**src/rtl/core/mwq_pkg.sv**
```systemverilog
package mwq_pkg;

    // Command codes carried on the input stream.
    localparam logic [1:0] OP_LOCK   = 2'd0;
    localparam logic [1:0] OP_UNLOCK = 2'd1;
    localparam logic [1:0] OP_CANCEL = 2'd2;
    localparam logic [1:0] OP_REINIT = 2'd3;

    // Status codes returned with each result word.
    localparam logic [2:0] STAT_GRANTED  = 3'd0;
    localparam logic [2:0] STAT_QUEUED   = 3'd1;
    localparam logic [2:0] STAT_FULL     = 3'd2;
    localparam logic [2:0] STAT_DONE     = 3'd3;
    localparam logic [2:0] STAT_NOTFOUND = 3'd4;

    // Field widths fixed by the interface.
    localparam int unsigned PID_W    = 4;
    localparam int unsigned STATUS_W = 3;

    // Sequencer states.
    typedef enum logic [2:0] {
        ST_IDLE,
        ST_SKIP,
        ST_WAKE,
        ST_CSCAN,
        ST_CCMP
    } state_t;

endpackage

```
**src/rtl/core/mwq_ram.sv**
```systemverilog
module mwq_ram #(
    parameter int unsigned WIDTH = 4,
    parameter int unsigned DEPTH = 16
) (
    input  logic                     clk,
    input  logic                     we,
    input  logic [$clog2(DEPTH)-1:0] waddr,
    input  logic [WIDTH-1:0]         wdata,
    input  logic [$clog2(DEPTH)-1:0] raddr,
    output logic [WIDTH-1:0]         rdata
);

    logic [WIDTH-1:0] mem [DEPTH];
    logic [WIDTH-1:0] rdata_reg;

    // One write port and one registered read port.
    always_ff @(posedge clk)
    begin
        if (we)
        begin
            mem[waddr] <= wdata;
        end
        rdata_reg <= mem[raddr];
    end

    assign rdata = rdata_reg;

endmodule

```
**src/rtl/core/mutex_with_fifo_wait_queue.sv**
```systemverilog
// Channel   Direction  Signals                      Word contents (lowest bit first)
// s_*       in         s_tvalid s_tready s_tdata     s_tdata: process_id[3:0], zero pad
//                      s_tuser                       s_tuser: operation[1:0]
// m_*       out        m_tvalid m_tready m_tdata     m_tdata: status[2:0], wake_id[6:3], pad
//                      m_tuser                       m_tuser: wake_valid
//
// Lock and reinitialize finish in the idle state. Unlock walks past cancelled slots in the
// skip state, then pops a waiter in the wake state when one is found. Cancel steps the
// slot index from slot 0 up to a match or the last slot, and each valid slot adds a
// compare state for the registered id read.
// Reset clears the owner, both pointers and all slot valid bits at once; no sweep is needed.
// A new word is taken only when idle and the result register is free or being emptied.
module mutex_with_fifo_wait_queue #(
    parameter int unsigned MAX_PROCESSES = 16
) (
    input  logic       clk,
    input  logic       rst_n,
    input  logic       s_tvalid,
    output logic       s_tready,
    input  logic [7:0] s_tdata,   // process_id[3:0], zero pad [7:4]
    input  logic [1:0] s_tuser,   // operation[1:0]
    output logic       m_tvalid,
    input  logic       m_tready,
    output logic [7:0] m_tdata,   // status[2:0], wake_id[6:3], zero pad [7]
    output logic       m_tuser    // wake_valid
);

    localparam int unsigned IDX_W = (MAX_PROCESSES > 1) ? $clog2(MAX_PROCESSES) : 1;
    localparam logic [IDX_W-1:0] LAST_IDX = IDX_W'(MAX_PROCESSES - 1);

    mwq_pkg::state_t state_reg, state_next;

    logic                         owner_valid_reg, owner_valid_next;
    logic [MAX_PROCESSES-1:0]     ring_valid_reg, ring_valid_next;
    logic [IDX_W-1:0]             head_reg, head_next;
    logic [IDX_W-1:0]             tail_reg, tail_next;
    logic [IDX_W-1:0]             idx_reg, idx_next;
    logic [mwq_pkg::PID_W-1:0]    pid_reg, pid_next;

    logic                         out_valid_reg, out_valid_next;
    logic [mwq_pkg::STATUS_W-1:0] out_status_reg, out_status_next;
    logic                         out_wake_valid_reg, out_wake_valid_next;
    logic [mwq_pkg::PID_W-1:0]    out_wake_id_reg, out_wake_id_next;

    logic                         ram_we;
    logic [IDX_W-1:0]             ram_waddr;
    logic [IDX_W-1:0]             ram_raddr;
    logic [mwq_pkg::PID_W-1:0]    ram_rdata;

    logic                         accept;
    logic [1:0]                   in_op;
    logic [mwq_pkg::PID_W-1:0]    in_pid;
    logic [IDX_W-1:0]             head_adv;
    logic [IDX_W-1:0]             tail_adv;
    logic [IDX_W-1:0]             idx_inc;

    // Ring index step with wrap at the last slot.
    function automatic logic [IDX_W-1:0] ring_adv(input logic [IDX_W-1:0] idx);
        logic [IDX_W-1:0] res;
        if (idx == LAST_IDX)
        begin
            res = '0;
        end
        else
        begin
            res = idx + IDX_W'(1);
        end
        return res;
    endfunction

    // Handshake and input unpacking.
    assign s_tready = (state_reg == mwq_pkg::ST_IDLE) && (!out_valid_reg || m_tready);
    assign accept   = s_tvalid && s_tready;
    assign in_op    = s_tuser;
    assign in_pid   = s_tdata[mwq_pkg::PID_W-1:0];
    assign head_adv = ring_adv(head_reg);
    assign tail_adv = ring_adv(tail_reg);
    assign idx_inc  = idx_reg + IDX_W'(1);

    // Waiting ids live in RAM; the slot valid bits stay in flops.
    assign ram_we    = accept && (in_op == mwq_pkg::OP_LOCK) && owner_valid_reg
                       && (head_adv != tail_reg);
    assign ram_waddr = head_reg;
    assign ram_raddr = (state_reg == mwq_pkg::ST_SKIP) ? tail_reg : idx_reg;

    mwq_ram #(
        .WIDTH (mwq_pkg::PID_W),
        .DEPTH (MAX_PROCESSES)
    ) u_ring_ram (
        .clk   (clk),
        .we    (ram_we),
        .waddr (ram_waddr),
        .wdata (in_pid),
        .raddr (ram_raddr),
        .rdata (ram_rdata)
    );

    // Next state of the sequencer.
    always_comb
    begin
        state_next = state_reg;
        case (state_reg)
            mwq_pkg::ST_IDLE:
            begin
                if (accept && (in_op == mwq_pkg::OP_UNLOCK))
                begin
                    state_next = mwq_pkg::ST_SKIP;
                end
                else if (accept && (in_op == mwq_pkg::OP_CANCEL))
                begin
                    state_next = mwq_pkg::ST_CSCAN;
                end
            end
            mwq_pkg::ST_SKIP:
            begin
                if (tail_reg == head_reg)
                begin
                    state_next = mwq_pkg::ST_IDLE;
                end
                else if (ring_valid_reg[tail_reg])
                begin
                    state_next = mwq_pkg::ST_WAKE;
                end
            end
            mwq_pkg::ST_WAKE:
            begin
                state_next = mwq_pkg::ST_IDLE;
            end
            mwq_pkg::ST_CSCAN:
            begin
                if (ring_valid_reg[idx_reg])
                begin
                    state_next = mwq_pkg::ST_CCMP;
                end
                else if (idx_reg == LAST_IDX)
                begin
                    state_next = mwq_pkg::ST_IDLE;
                end
            end
            mwq_pkg::ST_CCMP:
            begin
                if ((ram_rdata == pid_reg) || (idx_reg == LAST_IDX))
                begin
                    state_next = mwq_pkg::ST_IDLE;
                end
                else
                begin
                    state_next = mwq_pkg::ST_CSCAN;
                end
            end
            default:
            begin
                state_next = mwq_pkg::ST_IDLE;
            end
        endcase
    end

    // Datapath updates and result word for each state.
    always_comb
    begin
        owner_valid_next    = owner_valid_reg;
        ring_valid_next     = ring_valid_reg;
        head_next           = head_reg;
        tail_next           = tail_reg;
        idx_next            = idx_reg;
        pid_next            = pid_reg;
        out_valid_next      = out_valid_reg && !m_tready;
        out_status_next     = out_status_reg;
        out_wake_valid_next = out_wake_valid_reg;
        out_wake_id_next    = out_wake_id_reg;
        case (state_reg)
            mwq_pkg::ST_IDLE:
            begin
                if (accept)
                begin
                    pid_next = in_pid;
                    idx_next = '0;
                    case (in_op)
                        mwq_pkg::OP_LOCK:
                        begin
                            out_valid_next      = 1'b1;
                            out_wake_valid_next = 1'b0;
                            out_wake_id_next    = '0;
                            if (!owner_valid_reg)
                            begin
                                owner_valid_next = 1'b1;
                                out_status_next  = mwq_pkg::STAT_GRANTED;
                            end
                            else if (head_adv == tail_reg)
                            begin
                                out_status_next = mwq_pkg::STAT_FULL;
                            end
                            else
                            begin
                                ring_valid_next[head_reg] = 1'b1;
                                head_next                 = head_adv;
                                out_status_next           = mwq_pkg::STAT_QUEUED;
                            end
                        end
                        mwq_pkg::OP_UNLOCK:
                        begin
                            owner_valid_next = 1'b0;
                        end
                        mwq_pkg::OP_CANCEL:
                        begin
                            out_status_next = mwq_pkg::STAT_NOTFOUND;
                        end
                        mwq_pkg::OP_REINIT:
                        begin
                            owner_valid_next    = 1'b0;
                            ring_valid_next     = '0;
                            head_next           = '0;
                            tail_next           = '0;
                            out_valid_next      = 1'b1;
                            out_status_next     = mwq_pkg::STAT_DONE;
                            out_wake_valid_next = 1'b0;
                            out_wake_id_next    = '0;
                        end
                        default:
                        begin
                            out_valid_next = out_valid_reg && !m_tready;
                        end
                    endcase
                end
            end
            mwq_pkg::ST_SKIP:
            begin
                // Walk past cancelled slots until a waiter or the head is reached.
                if (tail_reg == head_reg)
                begin
                    out_valid_next      = 1'b1;
                    out_status_next     = mwq_pkg::STAT_DONE;
                    out_wake_valid_next = 1'b0;
                    out_wake_id_next    = '0;
                end
                else if (!ring_valid_reg[tail_reg])
                begin
                    tail_next = tail_adv;
                end
            end
            mwq_pkg::ST_WAKE:
            begin
                // Pop the waiter whose id was read in the previous cycle.
                ring_valid_next[tail_reg] = 1'b0;
                tail_next                 = tail_adv;
                out_valid_next            = 1'b1;
                out_status_next           = mwq_pkg::STAT_DONE;
                out_wake_valid_next       = 1'b1;
                out_wake_id_next          = ram_rdata;
            end
            mwq_pkg::ST_CSCAN:
            begin
                if (!ring_valid_reg[idx_reg])
                begin
                    if (idx_reg == LAST_IDX)
                    begin
                        out_valid_next      = 1'b1;
                        out_status_next     = mwq_pkg::STAT_NOTFOUND;
                        out_wake_valid_next = 1'b0;
                        out_wake_id_next    = '0;
                    end
                    else
                    begin
                        idx_next = idx_inc;
                    end
                end
            end
            mwq_pkg::ST_CCMP:
            begin
                // Compare the id read from a valid slot with the one being cancelled.
                if (ram_rdata == pid_reg)
                begin
                    ring_valid_next[idx_reg] = 1'b0;
                    out_valid_next           = 1'b1;
                    out_status_next          = mwq_pkg::STAT_DONE;
                    out_wake_valid_next      = 1'b0;
                    out_wake_id_next         = '0;
                end
                else if (idx_reg == LAST_IDX)
                begin
                    out_valid_next      = 1'b1;
                    out_status_next     = mwq_pkg::STAT_NOTFOUND;
                    out_wake_valid_next = 1'b0;
                    out_wake_id_next    = '0;
                end
                else
                begin
                    idx_next = idx_inc;
                end
            end
            default:
            begin
                out_valid_next = out_valid_reg && !m_tready;
            end
        endcase
    end

    // Control registers.
    always_ff @(posedge clk or negedge rst_n)
    begin
        if (!rst_n)
        begin
            state_reg       <= mwq_pkg::ST_IDLE;
            owner_valid_reg <= 1'b0;
            ring_valid_reg  <= '0;
            head_reg        <= '0;
            tail_reg        <= '0;
            out_valid_reg   <= 1'b0;
        end
        else
        begin
            state_reg       <= state_next;
            owner_valid_reg <= owner_valid_next;
            ring_valid_reg  <= ring_valid_next;
            head_reg        <= head_next;
            tail_reg        <= tail_next;
            out_valid_reg   <= out_valid_next;
        end
    end

    // Payload registers.
    always_ff @(posedge clk)
    begin
        idx_reg            <= idx_next;
        pid_reg            <= pid_next;
        out_status_reg     <= out_status_next;
        out_wake_valid_reg <= out_wake_valid_next;
        out_wake_id_reg    <= out_wake_id_next;
    end

    // Result word packing.
    assign m_tvalid = out_valid_reg;
    assign m_tdata  = {1'b0, out_wake_id_reg, out_status_reg};
    assign m_tuser  = out_wake_valid_reg;

    // A queued result means the ring holds at least one slot.
    assert property (@(posedge clk) disable iff (!rst_n)
        (out_valid_reg && (out_status_reg == mwq_pkg::STAT_QUEUED)) |-> (head_reg != tail_reg))
        else $error("queued result with an empty ring");

    // A wakeup only comes from an unlock, which reports done and frees the owner.
    assert property (@(posedge clk) disable iff (!rst_n)
        (out_valid_reg && out_wake_valid_reg)
            |-> ((out_status_reg == mwq_pkg::STAT_DONE) && !owner_valid_reg))
        else $error("wakeup without a completed unlock");

    // A grant leaves the mutex held.
    assert property (@(posedge clk) disable iff (!rst_n)
        (out_valid_reg && (out_status_reg == mwq_pkg::STAT_GRANTED)) |-> owner_valid_reg)
        else $error("grant reported but no owner");

    // Leaving the wake state always loads a result word.
    assert property (@(posedge clk) disable iff (!rst_n)
        (state_reg == mwq_pkg::ST_WAKE) |=> (out_valid_reg && out_wake_valid_reg))
        else $error("wakeup result lost");

    // The slot at the head pointer is never marked valid.
    assert property (@(posedge clk) disable iff (!rst_n)
        !ring_valid_reg[head_reg])
        else $error("valid slot at the head pointer");

endmodule
```
**config.mk**
```make
export PLATFORM = sky130hd
export DESIGN_NAME = mutex_with_fifo_wait_queue
export DESIGN_NICKNAME = d
export VERILOG_FILES = /design/src/rtl/core/mwq_pkg.sv /design/src/rtl/core/mwq_ram.sv /design/src/rtl/core/mutex_with_fifo_wait_queue.sv
export SDC_FILE = /design/constraint.sdc
export NUM_CORES = 1
export LEC_CHECK = 0
export CAP_MARGIN = 10
export CORE_MARGIN = 5
export CORE_UTILIZATION = 30
export DETAILED_ROUTE_END_ITERATION = 10
export DONT_BUFFER_PORTS = 1
export GPL_TIMING_DRIVEN = 1
export HOLD_SLACK_MARGIN = 0.15
export PLACE_DENSITY = 0.47
export SLEW_MARGIN = 20
export SYNTH_ARGS = -nofsm -noshare
export SYNTH_HDL_FRONTEND = slang
export SYNTH_SLANG_ARGS = --single-unit
```
**constraint.sdc**
```tcl
create_clock -name clk -period 2.3 [get_ports clk]
set_input_delay 0.23 -clock clk [delete_from_list [all_inputs] [get_ports clk]]
set_output_delay 0.23 -clock clk [all_outputs]
set_load 0.05 [all_outputs]
```
==> impl.org, run 1 <==
** Status
- Outcome :: finished, violations left
- The final reports fail on negative setup slack.

** Clock tree
- In this run the deepest clock path goes through 2 buffers.
- Clock tree synthesis selected as its root buffer the cell sky130_fd_sc_hd__clkbuf_16.
- CTS clock-pin slew for the worst setup and hold paths :: 0.06 ns
- Latest clock arrival within the worst-skew pair :: 0.41 ns
- TritonCTS created 17 clock buffers.
- H-tree depth :: 4
- TritonCTS built the clock tree.
- For this design, the sink count on the clock tree is 113.

** Power
- Of the total power, registers draw 31.9%.
- Internal power comes to 5891 uW.
- NetSw :: 3838 uW
- Dividing total power by cell area gives a power density of 1225 mW/mm^2.
- Switching share of power :: 39.45%
- In this run, the clock network consumes 25.6% of the power.
- For this design the static power due to leakage is 0.002964 uW.
- The design draws 9728 uW.
- Combinational logic burns 42.4% of the power.
- Across the VDD grid, the largest voltage drop is 0.4260 mV.

** Critical path
- Worst Setup Start Kind :: flop
- Data arrival at the endpoint of the critical path :: 2.51 ns
- Delay of the slowest critical-path stage :: 0.51 ns
- Required time of the worst setup path :: 2.40 ns
- The critical path in this run is classified as reg -> reg.
- The slowest stage of the critical path belongs to the cell sky130_fd_sc_hd__mux4_2.
- The signal on the critical path passes through buf_6 > mux4_2 > mux2i_1 > nand2_1 > nand2_2 > nor2_4 > or3_4 > a21oi_4.
- Crit path capture type :: flop
- Of all nets on the critical path, the largest fanout is 5.

** Run
- Max-capacitance violation count :: 0

** Logic synthesis
- Portion of the post-synthesis area used by sequential elements :: 53.22%
- Synthesis inferred 113 register bits.
- Total nets after synthesis :: 520
- Count of flip-flops with a built-in enable after synthesis :: 80
- The synthesized netlist contains 61 unique library cells.
- Combined area of all synthesized cells :: 0.006028 mm^2
- In the synthesized netlist, the number of instances is 490.
- Main synth FF type :: sky130_fd_sc_hd__edfxtp_1
- Most frequent cell after synthesis :: sky130_fd_sc_hd__edfxtp_1
- Yosys warning total :: 0
- Averaged over all synthesized cells, the footprint is 12.30 um^2.
- Post-synthesis async set-or-reset flop share :: 25.66%
- Area contributors post-synth :: sky130_fd_sc_hd__edfxtp_1, sky130_fd_sc_hd__dfrtp_1, sky130_fd_sc_hd__mux4_1, sky130_fd_sc_hd__mux4_2, sky130_fd_sc_hd__ha_1
- The commonest cells after synthesis are sky130_fd_sc_hd__edfxtp_1, sky130_fd_sc_hd__nand2_1, sky130_fd_sc_hd__nor2_1, sky130_fd_sc_hd__a21oi_1, sky130_fd_sc_hd__dfrtp_1.
- Area share of the largest cell type after synthesis :: 39.85%
- Dominant cell type by area after synthesis :: sky130_fd_sc_hd__edfxtp_1

** Cells and area
- The number of antenna diodes in the final layout is 0.
- The register with the most flip-flops in the layout has 64 of them.
- Once layout is done, the placed cells without fillers occupy 0.007944 mm^2.
- At the end of the flow, the number of nets in the layout was 604.
- Synth-to-layout area growth :: 31.78%
- Share of layout cells above drive strength 1 :: 34.07%

** Detailed routing
- Wire length per cell after detailed routing :: 19.51 um
- In the routed design, unresolved DRC markers number 0.
- Summing over every cut layer, the via total after detailed routing is 4449.
- Dividing the detail-routed via count by the number of cells gives 5.222.
- In this run the remaining antenna-violating nets after routing total 0.
- 1st-pass router iterations :: 6
- In this run, the number of DRC markers left after iteration 0 of detailed routing was 380.
- Routed wire length :: 16620 um

** STA
- The routed design could run at a clock period as short as 2.414 ns.
- Setup repair after global routing missed its margin :: yes
- In the finished design, the share of the clock period the worst path needs comes to 104.9%.
- Between clock sinks in the finished design, the worst skew comes to 0.008381 ns.
- Minimum setup slack in the final design :: -0.1137 ns
- At the pin with the least slew margin, the transition time is 0.9324 ns.
- Setup violators final :: 27
- Max Slew Vio Count :: 0
- FMAX :: 0.4143 GHz
- Tightest slew margin relative to the limit :: 37.71%
- Final hold violation count :: 0

** Placed design
- Cell Area, Placed :: 0.006850 mm^2
- The congestion estimate from routability-driven global placement came to 0.8904.
- Detailed placement ended at an HPWL of 11810 um.
- Buffers on Ports :: 0

** Die
- Site Rows :: 51
- In this run the vertical extent of the chip is 151.8 um.
- Top-level I/O count :: 25
- Die width :: 151.8 um
- The region available for standard cell placement spans 0.01965 mm^2.
- The die covers 0.02303 mm^2.
- Once the floorplan was initialized, standard cells occupied 30.67% of the core.

** Worst hold path
- The min-delay analysis places its worst path in the category in -> reg.

** Global route
- First-pass GRT wire length :: 25320 um
- The number of global-route vias before repair is 4488.
- The number of antenna violations at the first check in global routing was 0.
- Pin count of the biggest net entering global routing :: 30
- Global routing consumed, over all layers together, 14.70% of the routing resources.
- The total overflow left after global routing is 0.
-- layout make-up --
type	instances	area, um^2
Inverter	16	60.06
Clock buffer	17	425.4
Clock inverter	15	133.9
Timing Repair Buffer	96	829.5
Multi-Input combinational cell	330	2952
Sequential cell	113	3212
Fill cell	1887	11710
Tap cell	265	331.6
-- worst max-delay path, delay by kind of cell, from the launching register on --
family | cells | cell delay (ns)
AOI/OAI and AO/OA | 1 | 0.20
and+or+nand+nor | 4 | 0.62
buffers and inverters | 1 | 0.14
DFF | 1 | 0.48
muxes | 2 | 0.67
-- worst paths after layout --
kind | from | end | slack (ns) | cells past startpoint
setup / recovery | idx_reg[0] | out_wake_id_reg[2] | -0.11 | 8
hold reg to reg | owner_valid_reg | owner_valid_reg | 0.56 | 2
hold / removal | s_tuser[1] | owner_valid_reg | 0.17 | 2
min in group asynchronous | rst_n | state_reg[2] | 0.29 | 2
setup reg to reg | idx_reg[0] | out_wake_id_reg[2] | -0.11 | 8
max in group asynchronous | rst_n | head_reg[0] | 1.82 | 2
-- layout by cell type (no fill, tap or decap), drive strengths merged, types with 2 or more instances in the layout --
cell / n
and2: 4
mux2: 4
nand3: 7
nand4: 8
and3: 17
a22o: 4
clkbuf: 18
dfrtp: 29
mux4: 24
buf: 86
dlygate4sd3: 9
inv: 20
nor3: 7
o21ai: 24
a211oi: 2
edfxtp: 80
clkinvlp: 4
a22oi: 9
a211o: 2
dfxtp: 4
clkinv: 6
or3: 2
o31ai: 5
nand2: 43
a21oi: 37
nand2b: 5
a32oi: 4
nor2: 35
o22ai: 2
o311ai: 4
ha: 16
mux2i: 6
xor2: 2
nor2b: 9
xnor2: 11
a21o: 2
o2111ai: 7
o41ai: 2
a31oi: 17
-- power by group through the flow --
stage,Combinational (uW),Clock [uW],Sequential [uW]
floorplan,2440,0,3010
global placement,3600,0,3120
detailed placement,3610,0,3120
CTS,3790,2540,3080
global route,4440,2640,3140
finish,4130,2490,3110
-- per-layer routing --
metal	track usage [%]	wire, um	vias up
met2	23.38	7927	145
met5	0	0	-
met3	3.212	997	16
met4	4.537	242	0
met1	20.14	7456	2225
li1	-	-	2063
-- what timing repair did --
action,4_1_cts,5_1_grt
hold buffers,10,0
setup endpoints to repair,92,97
cloned,1,1
gates resized for setup,32,44
pin swaps,2,20
buffers inserted,4,1
endpoints found under the hold margin,101,0
-- metrics by stage --
step	setup TNS [ns]	cells	util, %	worst slack (ns)	hold WS [ns]
after floorplan	-0.06164	490	-	-0.003151	-0.06559
after global routing	-7.266	852	40.42	-0.1832	0.1882
after detailed placement	-9.328	803	34.85	-0.1816	-0.06385
final	-1.395	852	40.42	-0.1137	0.1681
after global placement	-5.943	803	34.85	-0.1315	-0.06367
after CTS	-0.5076	850	38.94	-0.06612	0.1565
-- kinds of logic after synthesis --
logic type / Yosys count / share of synthesized area (%)
and+or+nand+nor: 138 / 11.48
AOI/OAI and AO/OA: 127 / 14.47
DFF: 113 / 53.22
buffers and inverters: 48 / 3.923
muxes: 34 / 11.52
adders and majority gates: 16 / 3.321
xor gates and xnor gates: 13 / 2.013
other: 1 / 0.06221
No activity file was read; power rests on OpenSTA's default activity.
==> run 2, diff against run 1 <==
Settings changed: PLACE_DENSITY 0.47 to 0.46.
Clock period 2.3 ns to 3.1 ns, I/O delays scaled along.
==> impl.org, run 2 (synthesis results as in run 1) <==
** STA
- Minimum setup slack in the final design :: 0.3485 ns (was -0.1137 ns)
- The number of setup violations in the final report was 0 (was 27).
- Share of the clock period used by the worst path after layout :: 88.76% (was 104.9%)
- Setup TNS Final :: 0 ns (was -1.395 ns)
- Tightest slew margin relative to the limit :: 52.68% (was 37.71%)
- Maximum clock skew at final layout :: 0.008870 ns (was 0.008381 ns)
- Setup repair after global routing missed its margin :: no (was yes)
- Slew @ Worst Pin :: 0.7072 ns (was 0.9324 ns)
- Max Slew Vio Count :: 0 (unchanged)
- Final hold violation count :: 0 (unchanged)
- FMAX :: 0.3634 GHz (was 0.4143 GHz)
- The post-route minimum period came to 2.751 ns (was 2.414 ns).

** Critical path
- The type of element launching the critical path is a flop (unchanged).
- WP buf/inv :: 2 (was 1)
- The library cell contributing the largest single delay on the critical path was sky130_fd_sc_hd__dfrtp_1 (was sky130_fd_sc_hd__mux4_2).
- Critical-path maximum fanout :: 23 (was 5)
- The nature of the critical path endpoint was a flop (unchanged).
- The required time at the endpoint of the critical path was 3.20 ns (was 2.40 ns).
- The delay of the slowest cell on the worst path was 0.49 ns (was 0.51 ns).
- Setup CP Type :: reg -> reg (unchanged)
- The worst path arrival time came to 2.85 ns (was 2.51 ns).
- Cells traversed along the worst timing path :: ha_1 > inv_1 > a311oi_2 > xor2_2 > a2111oi_4 > buf_4 > and3_1 (was buf_6 > mux4_2 > mux2i_1 > nand2_1 > nand2_2 > nor2_4 > or3_4 > a21oi_4)
- The cell type group with the largest total delay on the critical path is compound AO/OA/AOI/OAI gates (was multiplexers).

** Cells and area
- The number of nets in the finished design came to 530 (was 604).
- The fraction of layout instances using a drive strength above 1 came to 15.59% (was 34.07%).
- The area growth from synthesis to final layout was 15.36% (was 31.78%).
- Fillcell total :: 1985 (was 1887)
- The post-layout instance count excluding filler cells was 778 (was 852).
- Final instance area :: 0.006954 mm^2 (was 0.007944 mm^2)
- Leading cell types in the layout, fill and taps excluded :: sky130_fd_sc_hd__edfxtp_1, sky130_fd_sc_hd__nand2_1, sky130_fd_sc_hd__nor2_1 (was sky130_fd_sc_hd__edfxtp_1, sky130_fd_sc_hd__buf_4, sky130_fd_sc_hd__nand2_1)
- The diode insertion count for antenna repair came to 0 (unchanged).
- Number of flip-flops in the largest register :: 64 (unchanged)
- The most common cell after layout, fill and taps aside is sky130_fd_sc_hd__edfxtp_1 (unchanged).

** Detailed routing
- 1st-pass router iterations :: 5 (was 6)
- Post-route ant nets :: 0 (unchanged)
- The routed wire length is 15410 um (was 16620 um).
- Residual DRC :: 0 (unchanged)
- The number of vias per cell is 5.343 (was 5.222).
- Wire length per cell after detailed routing :: 19.80 um (was 19.51 um)
- Via total after detailed routing :: 4157 (was 4449)
- The number of DRC markers after the initial detailed-route iteration was 347 (was 380).

** Die
- Std-Cell Core Area :: 0.01965 mm^2 (unchanged)
- The initial cell density of the core came to 30.67% (unchanged).
- Die area :: 0.02303 mm^2 (unchanged)
- Site Rows :: 51 (unchanged)
- Die width :: 151.8 um (unchanged)
- The floorplan die height came to 151.8 um (unchanged).
- The total I/O pin count was 25 (unchanged).

** Power
- The leakage power was 0.002579 uW (was 0.002964 uW).
- Power density over cell area :: 934.3 mW/mm^2 (was 1225 mW/mm^2)
- Sum of internal, switching and leakage power :: 6497 uW (was 9728 uW)
- The maximum vdd ir drop is 0.3489 mV (was 0.4260 mV).

** Clock tree
- The clock tree from TritonCTS was done (unchanged).
- Total of cells resized after clock tree synthesis :: 0 (was 32)
- The clock-pin slew on the worst setup and hold paths was 0.06 ns (about the same).
- The number of H-tree levels came to 4 (unchanged).
- Buffer levels on the longest clock path :: 2 (unchanged)
- The clock root buffer is sky130_fd_sc_hd__clkbuf_16 (unchanged).
- The number of buffers added by the clock tree synthesis step was 17 (unchanged).
- Number of sinks handled by clock tree synthesis :: 113 (unchanged)
- The setup fix buffers added after clock tree synthesis is 0 (was 4).
- Latest clock arrival within the worst-skew pair :: 0.41 ns (about the same)

** Placed design
- The final RePlAce weighted congestion is 0.8174 (was 0.8904).
- Buffers on Ports :: 0 (unchanged)
- The HPWL after detailed placement was 10880 um (was 11810 um).
- Placement Setup Slack :: 0.3547 ns (was -0.1816 ns)
- The total placed cells including tap cells came to 740 (was 803).
- Cell Area, Placed :: 0.006311 mm^2 (was 0.006850 mm^2)

** Global route
- The number of global-route vias before repair is 4307 (was 4488).
- Pin count of the biggest net entering global routing :: 30 (unchanged)
- Global routing usage summed across all routing layers :: 14.10% (was 14.70%)
- The global-route wire length before repair was 24330 um (was 25320 um).
- Number of antenna violations at the first check in global routing :: 0 (unchanged)
- GR Overflow Total :: 0 (unchanged)

** Run
- The count of maximum capacitance violations was 0 (unchanged).

** Status
- Outcome: finished, final reports clean (was finished, violations left).

** Worst hold path
- Worst hold path type :: in -> reg (unchanged)
[run 2: changes by cell type in the layout (fill, tap and decap cells not counted), moves of 4 or more]
cell	before	now
sky130_fd_sc_hd__and3_4	14	0
sky130_fd_sc_hd__buf_4	78	17
sky130_fd_sc_hd__a22oi_1	5	9
sky130_fd_sc_hd__a22oi_2	4	0
sky130_fd_sc_hd__a21oi_1	28	32
sky130_fd_sc_hd__dlygate4sd3_1	9	5
sky130_fd_sc_hd__a31oi_4	8	0
sky130_fd_sc_hd__a31oi_1	7	17
sky130_fd_sc_hd__and3_1	2	17
[run 2: repair_timing]
action	CTS	global route
endpoints found under the setup margin	0	0
hold endpoints to repair	97	0
hold buffers	6	0
[run 2: power by group]
part	switching [uW]	total, uW	internal [uW]
combinational	1320	2210	894
clock	710	1890	1180
sequential	500	2390	1890
[run 2: cell type report]
type	count	area [um^2]	area share [%]
Sequential cell	113	3208	46.13
Multi-Input combinational cell	329	2584	37.15
Clock buffer	20	436.7	6.279
Tap cell	265	331.6	4.768
Timing Repair Buffer	23	197.7	2.843
Clock inverter	12	136.4	1.961
Inverter	16	60.06	0.8636
[run 2: final timing paths]
kind / startpoint / end / slack, ns / cells after the start
setup / recovery: head_reg[0] / u_ring_ram.mem[3][2] / 0.35 / 7
hold / removal: m_tready / m_tvalid / 0.17 / 3
setup reg to reg: head_reg[0] / u_ring_ram.mem[3][2] / 0.35 / 7
hold reg to reg: owner_valid_reg / owner_valid_reg / 0.57 / 2
max in group asynchronous: rst_n / ring_valid_reg[11] / 2.55 / 2
min in group asynchronous: rst_n / state_reg[2] / 0.36 / 2
[run 2: worst register-to-register path, cell delays in order (launching register included)]
cell and delay (ns):
sky130_fd_sc_hd__dfrtp_1 0.49, sky130_fd_sc_hd__ha_1 0.39, sky130_fd_sc_hd__inv_1 0.13, sky130_fd_sc_hd__a311oi_2 0.29, sky130_fd_sc_hd__xor2_2 0.17, sky130_fd_sc_hd__a2111oi_4 0.33, sky130_fd_sc_hd__buf_4 0.30, sky130_fd_sc_hd__and3_1 0.34
[run 2: metrics by stage]
| step | hold slack [ns] | util (%) |
|---|---|---|
| after global routing | 0.1895 | 35.38 |
| after detailed placement | 0.01585 | 32.11 |
| after floorplan | 0.01441 | - |
| after CTS | 0.1563 | 35.38 |
| after global placement | 0.01581 | 32.11 |
| final | 0.1655 | 35.38 |
[run 2: metal layers]
| metal | part of all wire (%) | global-route usage (%) |
|---|---|---|
| met5 | 0 | 0 |
| met4 | 1.8 | 5.571 |
| met3 | 5.5 | 3.331 |
| met2 | 47 | 22.53 |
| met1 | 45 | 18.55 |
==> run 3, diff against run 2 <==
Clock period 3.1 ns to 3.47 ns, I/O delays scaled along.
==> impl.org, run 3 (synthesis results as in run 1) <==
** Detailed routing
- Via total after detailed routing :: 4125 (was 4157)
- Post-route ant nets :: 0 (unchanged)
- The routed length per placed instance is 20.14 um (was 19.80 um).
- Routed wire length :: 15550 um (was 15410 um)
- The number of DRC markers after the initial detailed-route iteration was 361 (was 347).
- The count of TritonRoute iterations in the first routing pass is 5 (unchanged).
- Residual DRC :: 0 (unchanged)
- The number of vias per cell came to 5.343 (about the same).

** Global route
- Vias in the first global route :: 4193 (was 4307)
- The global-route wire length before repair was 24160 um (was 24330 um).
- The pin count of the biggest net entering global routing came to 30 (unchanged).
- Number of antenna violations at the first check in global routing :: 0 (unchanged)
- The residual overflow from global routing is 0 (unchanged).
- The overall track demand over capacity in global routing was 14.14% (was 14.10%).

** Cells and area
- # diodes :: 0 (unchanged)
- The most common cell after layout, fill and taps aside is sky130_fd_sc_hd__edfxtp_1 (unchanged).
- Share of layout cells above drive strength 1 :: 14.79% (was 15.59%)
- The number of nets in the finished design is 525 (was 530).
- Core utilization of the finished layout :: 35.15% (was 35.38%)
- Leading cell types in the layout, fill and taps excluded: sky130_fd_sc_hd__edfxtp_1, sky130_fd_sc_hd__nand2_1, sky130_fd_sc_hd__nor2_1 (unchanged).
- Number of flip-flops in the largest register :: 64 (unchanged)
- Synth-to-layout area growth :: 14.61% (was 15.36%)

** Critical path
- Required time of the worst setup path :: 3.52 ns (was 3.20 ns)
- Crit path capture type :: flop (unchanged)
- Worst Setup Start Kind :: flop (unchanged)
- Worst R2R Path Depth :: 6 (was 7)
- The worst path arrival time came to 3.09 ns (was 2.85 ns).
- Critical-path maximum fanout :: 10 (was 23)
- The startpoint-to-endpoint class of the critical path was reg -> reg (unchanged).

** Die
- The floorplan die height is 151.8 um (unchanged).
- The total I/O pin count was 25 (unchanged).
- Die area :: 0.02303 mm^2 (unchanged)
- Initial Utilization :: 30.67% (unchanged)
- The standard-cell row count was 51 (unchanged).
- Std-Cell Core Area :: 0.01965 mm^2 (unchanged)
- Die width :: 151.8 um (unchanged)

** STA
- Slew @ Worst Pin :: 0.8054 ns (was 0.7072 ns)
- Setup repair after global routing missed its margin: no (unchanged).
- The fmax was 0.3292 GHz (was 0.3634 GHz).
- Setup violators final :: 0 (unchanged)
- Minimum setup slack in the final design :: 0.4319 ns (was 0.3485 ns)
- Setup TNS Final :: 0 ns (unchanged)
- Min cycle time layout :: 3.038 ns (was 2.751 ns)
- The clock tree skew after final layout came to 0.007860 ns (was 0.008870 ns).
- The post-route clock period utilization is 87.55% (was 88.76%).
- The number of hold violations in the final report was 0 (unchanged).
- Tightest slew margin relative to the limit :: 46.31% (was 52.68%)
- Max Slew Vio Count :: 0 (unchanged)

** Power
- The leakage power is 0.002554 uW (was 0.002579 uW).
- Power density over cell area :: 833.9 mW/mm^2 (was 934.3 mW/mm^2)
- The total power after layout was 5761 uW (was 6497 uW).
- VDD IR max :: 0.3122 mV (was 0.3489 mV)

** Placed design
- The worst slack after detailed placement came to 0.4241 ns (was 0.3547 ns).
- The HPWL after detailed placement is 10900 um (was 10880 um).
- The final RePlAce weighted congestion is 0.8674 (was 0.8174).
- Buffers on Ports :: 0 (unchanged)

** Clock tree
- The largest buffer count on any clock path is 2 (unchanged).
- Total CTS buffers :: 17 (unchanged)
- Number of sinks handled by clock tree synthesis :: 113 (unchanged)
- TritonCTS clock tree :: done (unchanged)
- Total of cells resized after clock tree synthesis :: 0 (unchanged)
- Latest clock arrival within the worst-skew pair :: 0.41 ns (about the same)
- The clock-pin slew on the worst setup and hold paths came to 0.06 ns (about the same).
- Clock tree root buffer cell :: sky130_fd_sc_hd__clkbuf_16 (unchanged)
- H-tree depth :: 4 (unchanged)

** Status
- Outcome: finished, final reports clean (unchanged).

** Worst hold path
- The count of cells along the worst hold path was 3 (unchanged).
- The kind of path behind the tightest hold check is in -> reg (unchanged).

** Run
- The count of maximum capacitance violations is 0 (unchanged).
-- run 3: cell types whose count changed in the layout (fill, tap and decap cells not counted), sizes merged --
cell    change
buf         -5
clkbuf      -3
inv         +2
-- run 3: layer usage --
metal	vias up	share of wire (%)	global-route usage [%]
li1	1904	-	-
met1	2051	46	19.33
met2	148	47	22.02
met3	22	5.7	3.183
met4	0	1.9	5.301
met5	-	0	0
-- run 3: path summary, 6_finish.rpt --
check	end	startpoint	slack, ns
max	m_tuser	idx_reg[0]	0.43
min	m_tvalid	m_tready	0.21
max reg2reg	m_tuser	idx_reg[0]	0.43
min reg2reg	ring_valid_reg[7]	ring_valid_reg[7]	0.56
max in group asynchronous	ring_valid_reg[7]	rst_n	2.86
min in group asynchronous	state_reg[2]	rst_n	0.42
-- run 3: cell type report --
cell class / instances / area [um^2]
well taps: 265 / 331.6
inverters: 16 / 60.06
clock buffers: 17 / 425.4
fillers: 1954 / 12740
repair buffers: 18 / 160.2
clock inverters: 14 / 140.1
flip-flops and latches: 113 / 3208
multi-input cells: 329 / 2584
-- run 3: through the flow --
step	instance area, um^2	hold WS (ns)	instances
after floorplan	6028	0.05141	490
after global placement	6274	0.05256	735
after detailed placement	6274	0.05289	735
after CTS	6909	0.1917	772
after global routing	6909	0.2031	772
final	6909	0.2109	772
-- run 3: critical path: stages, from the launching register on --
cell and delay [ns]:
sky130_fd_sc_hd__edfxtp_1 0.64, sky130_fd_sc_hd__mux4_2 0.56, sky130_fd_sc_hd__nor2b_1 0.14, sky130_fd_sc_hd__a211oi_1 0.36
sky130_fd_sc_hd__nor2_1 0.15, sky130_fd_sc_hd__or3_1 0.39, sky130_fd_sc_hd__a21oi_1 0.43
-- run 3: timing repair --
action	CTS	global route
hold endpoints to repair	97	0
setup endpoints to repair	0	0
hold buffers	6	0
setup buffers	0	0
-- run 3: report_power, final --
group / leakage (uW) / internal (uW) / total (uW) / switching [uW]
Clock: 0.000271 / 1050 / 1680 / 635
Combinational: 0.00114 / 770 / 1910 / 1140
Sequential: 0.00114 / 1690 / 2160 / 475
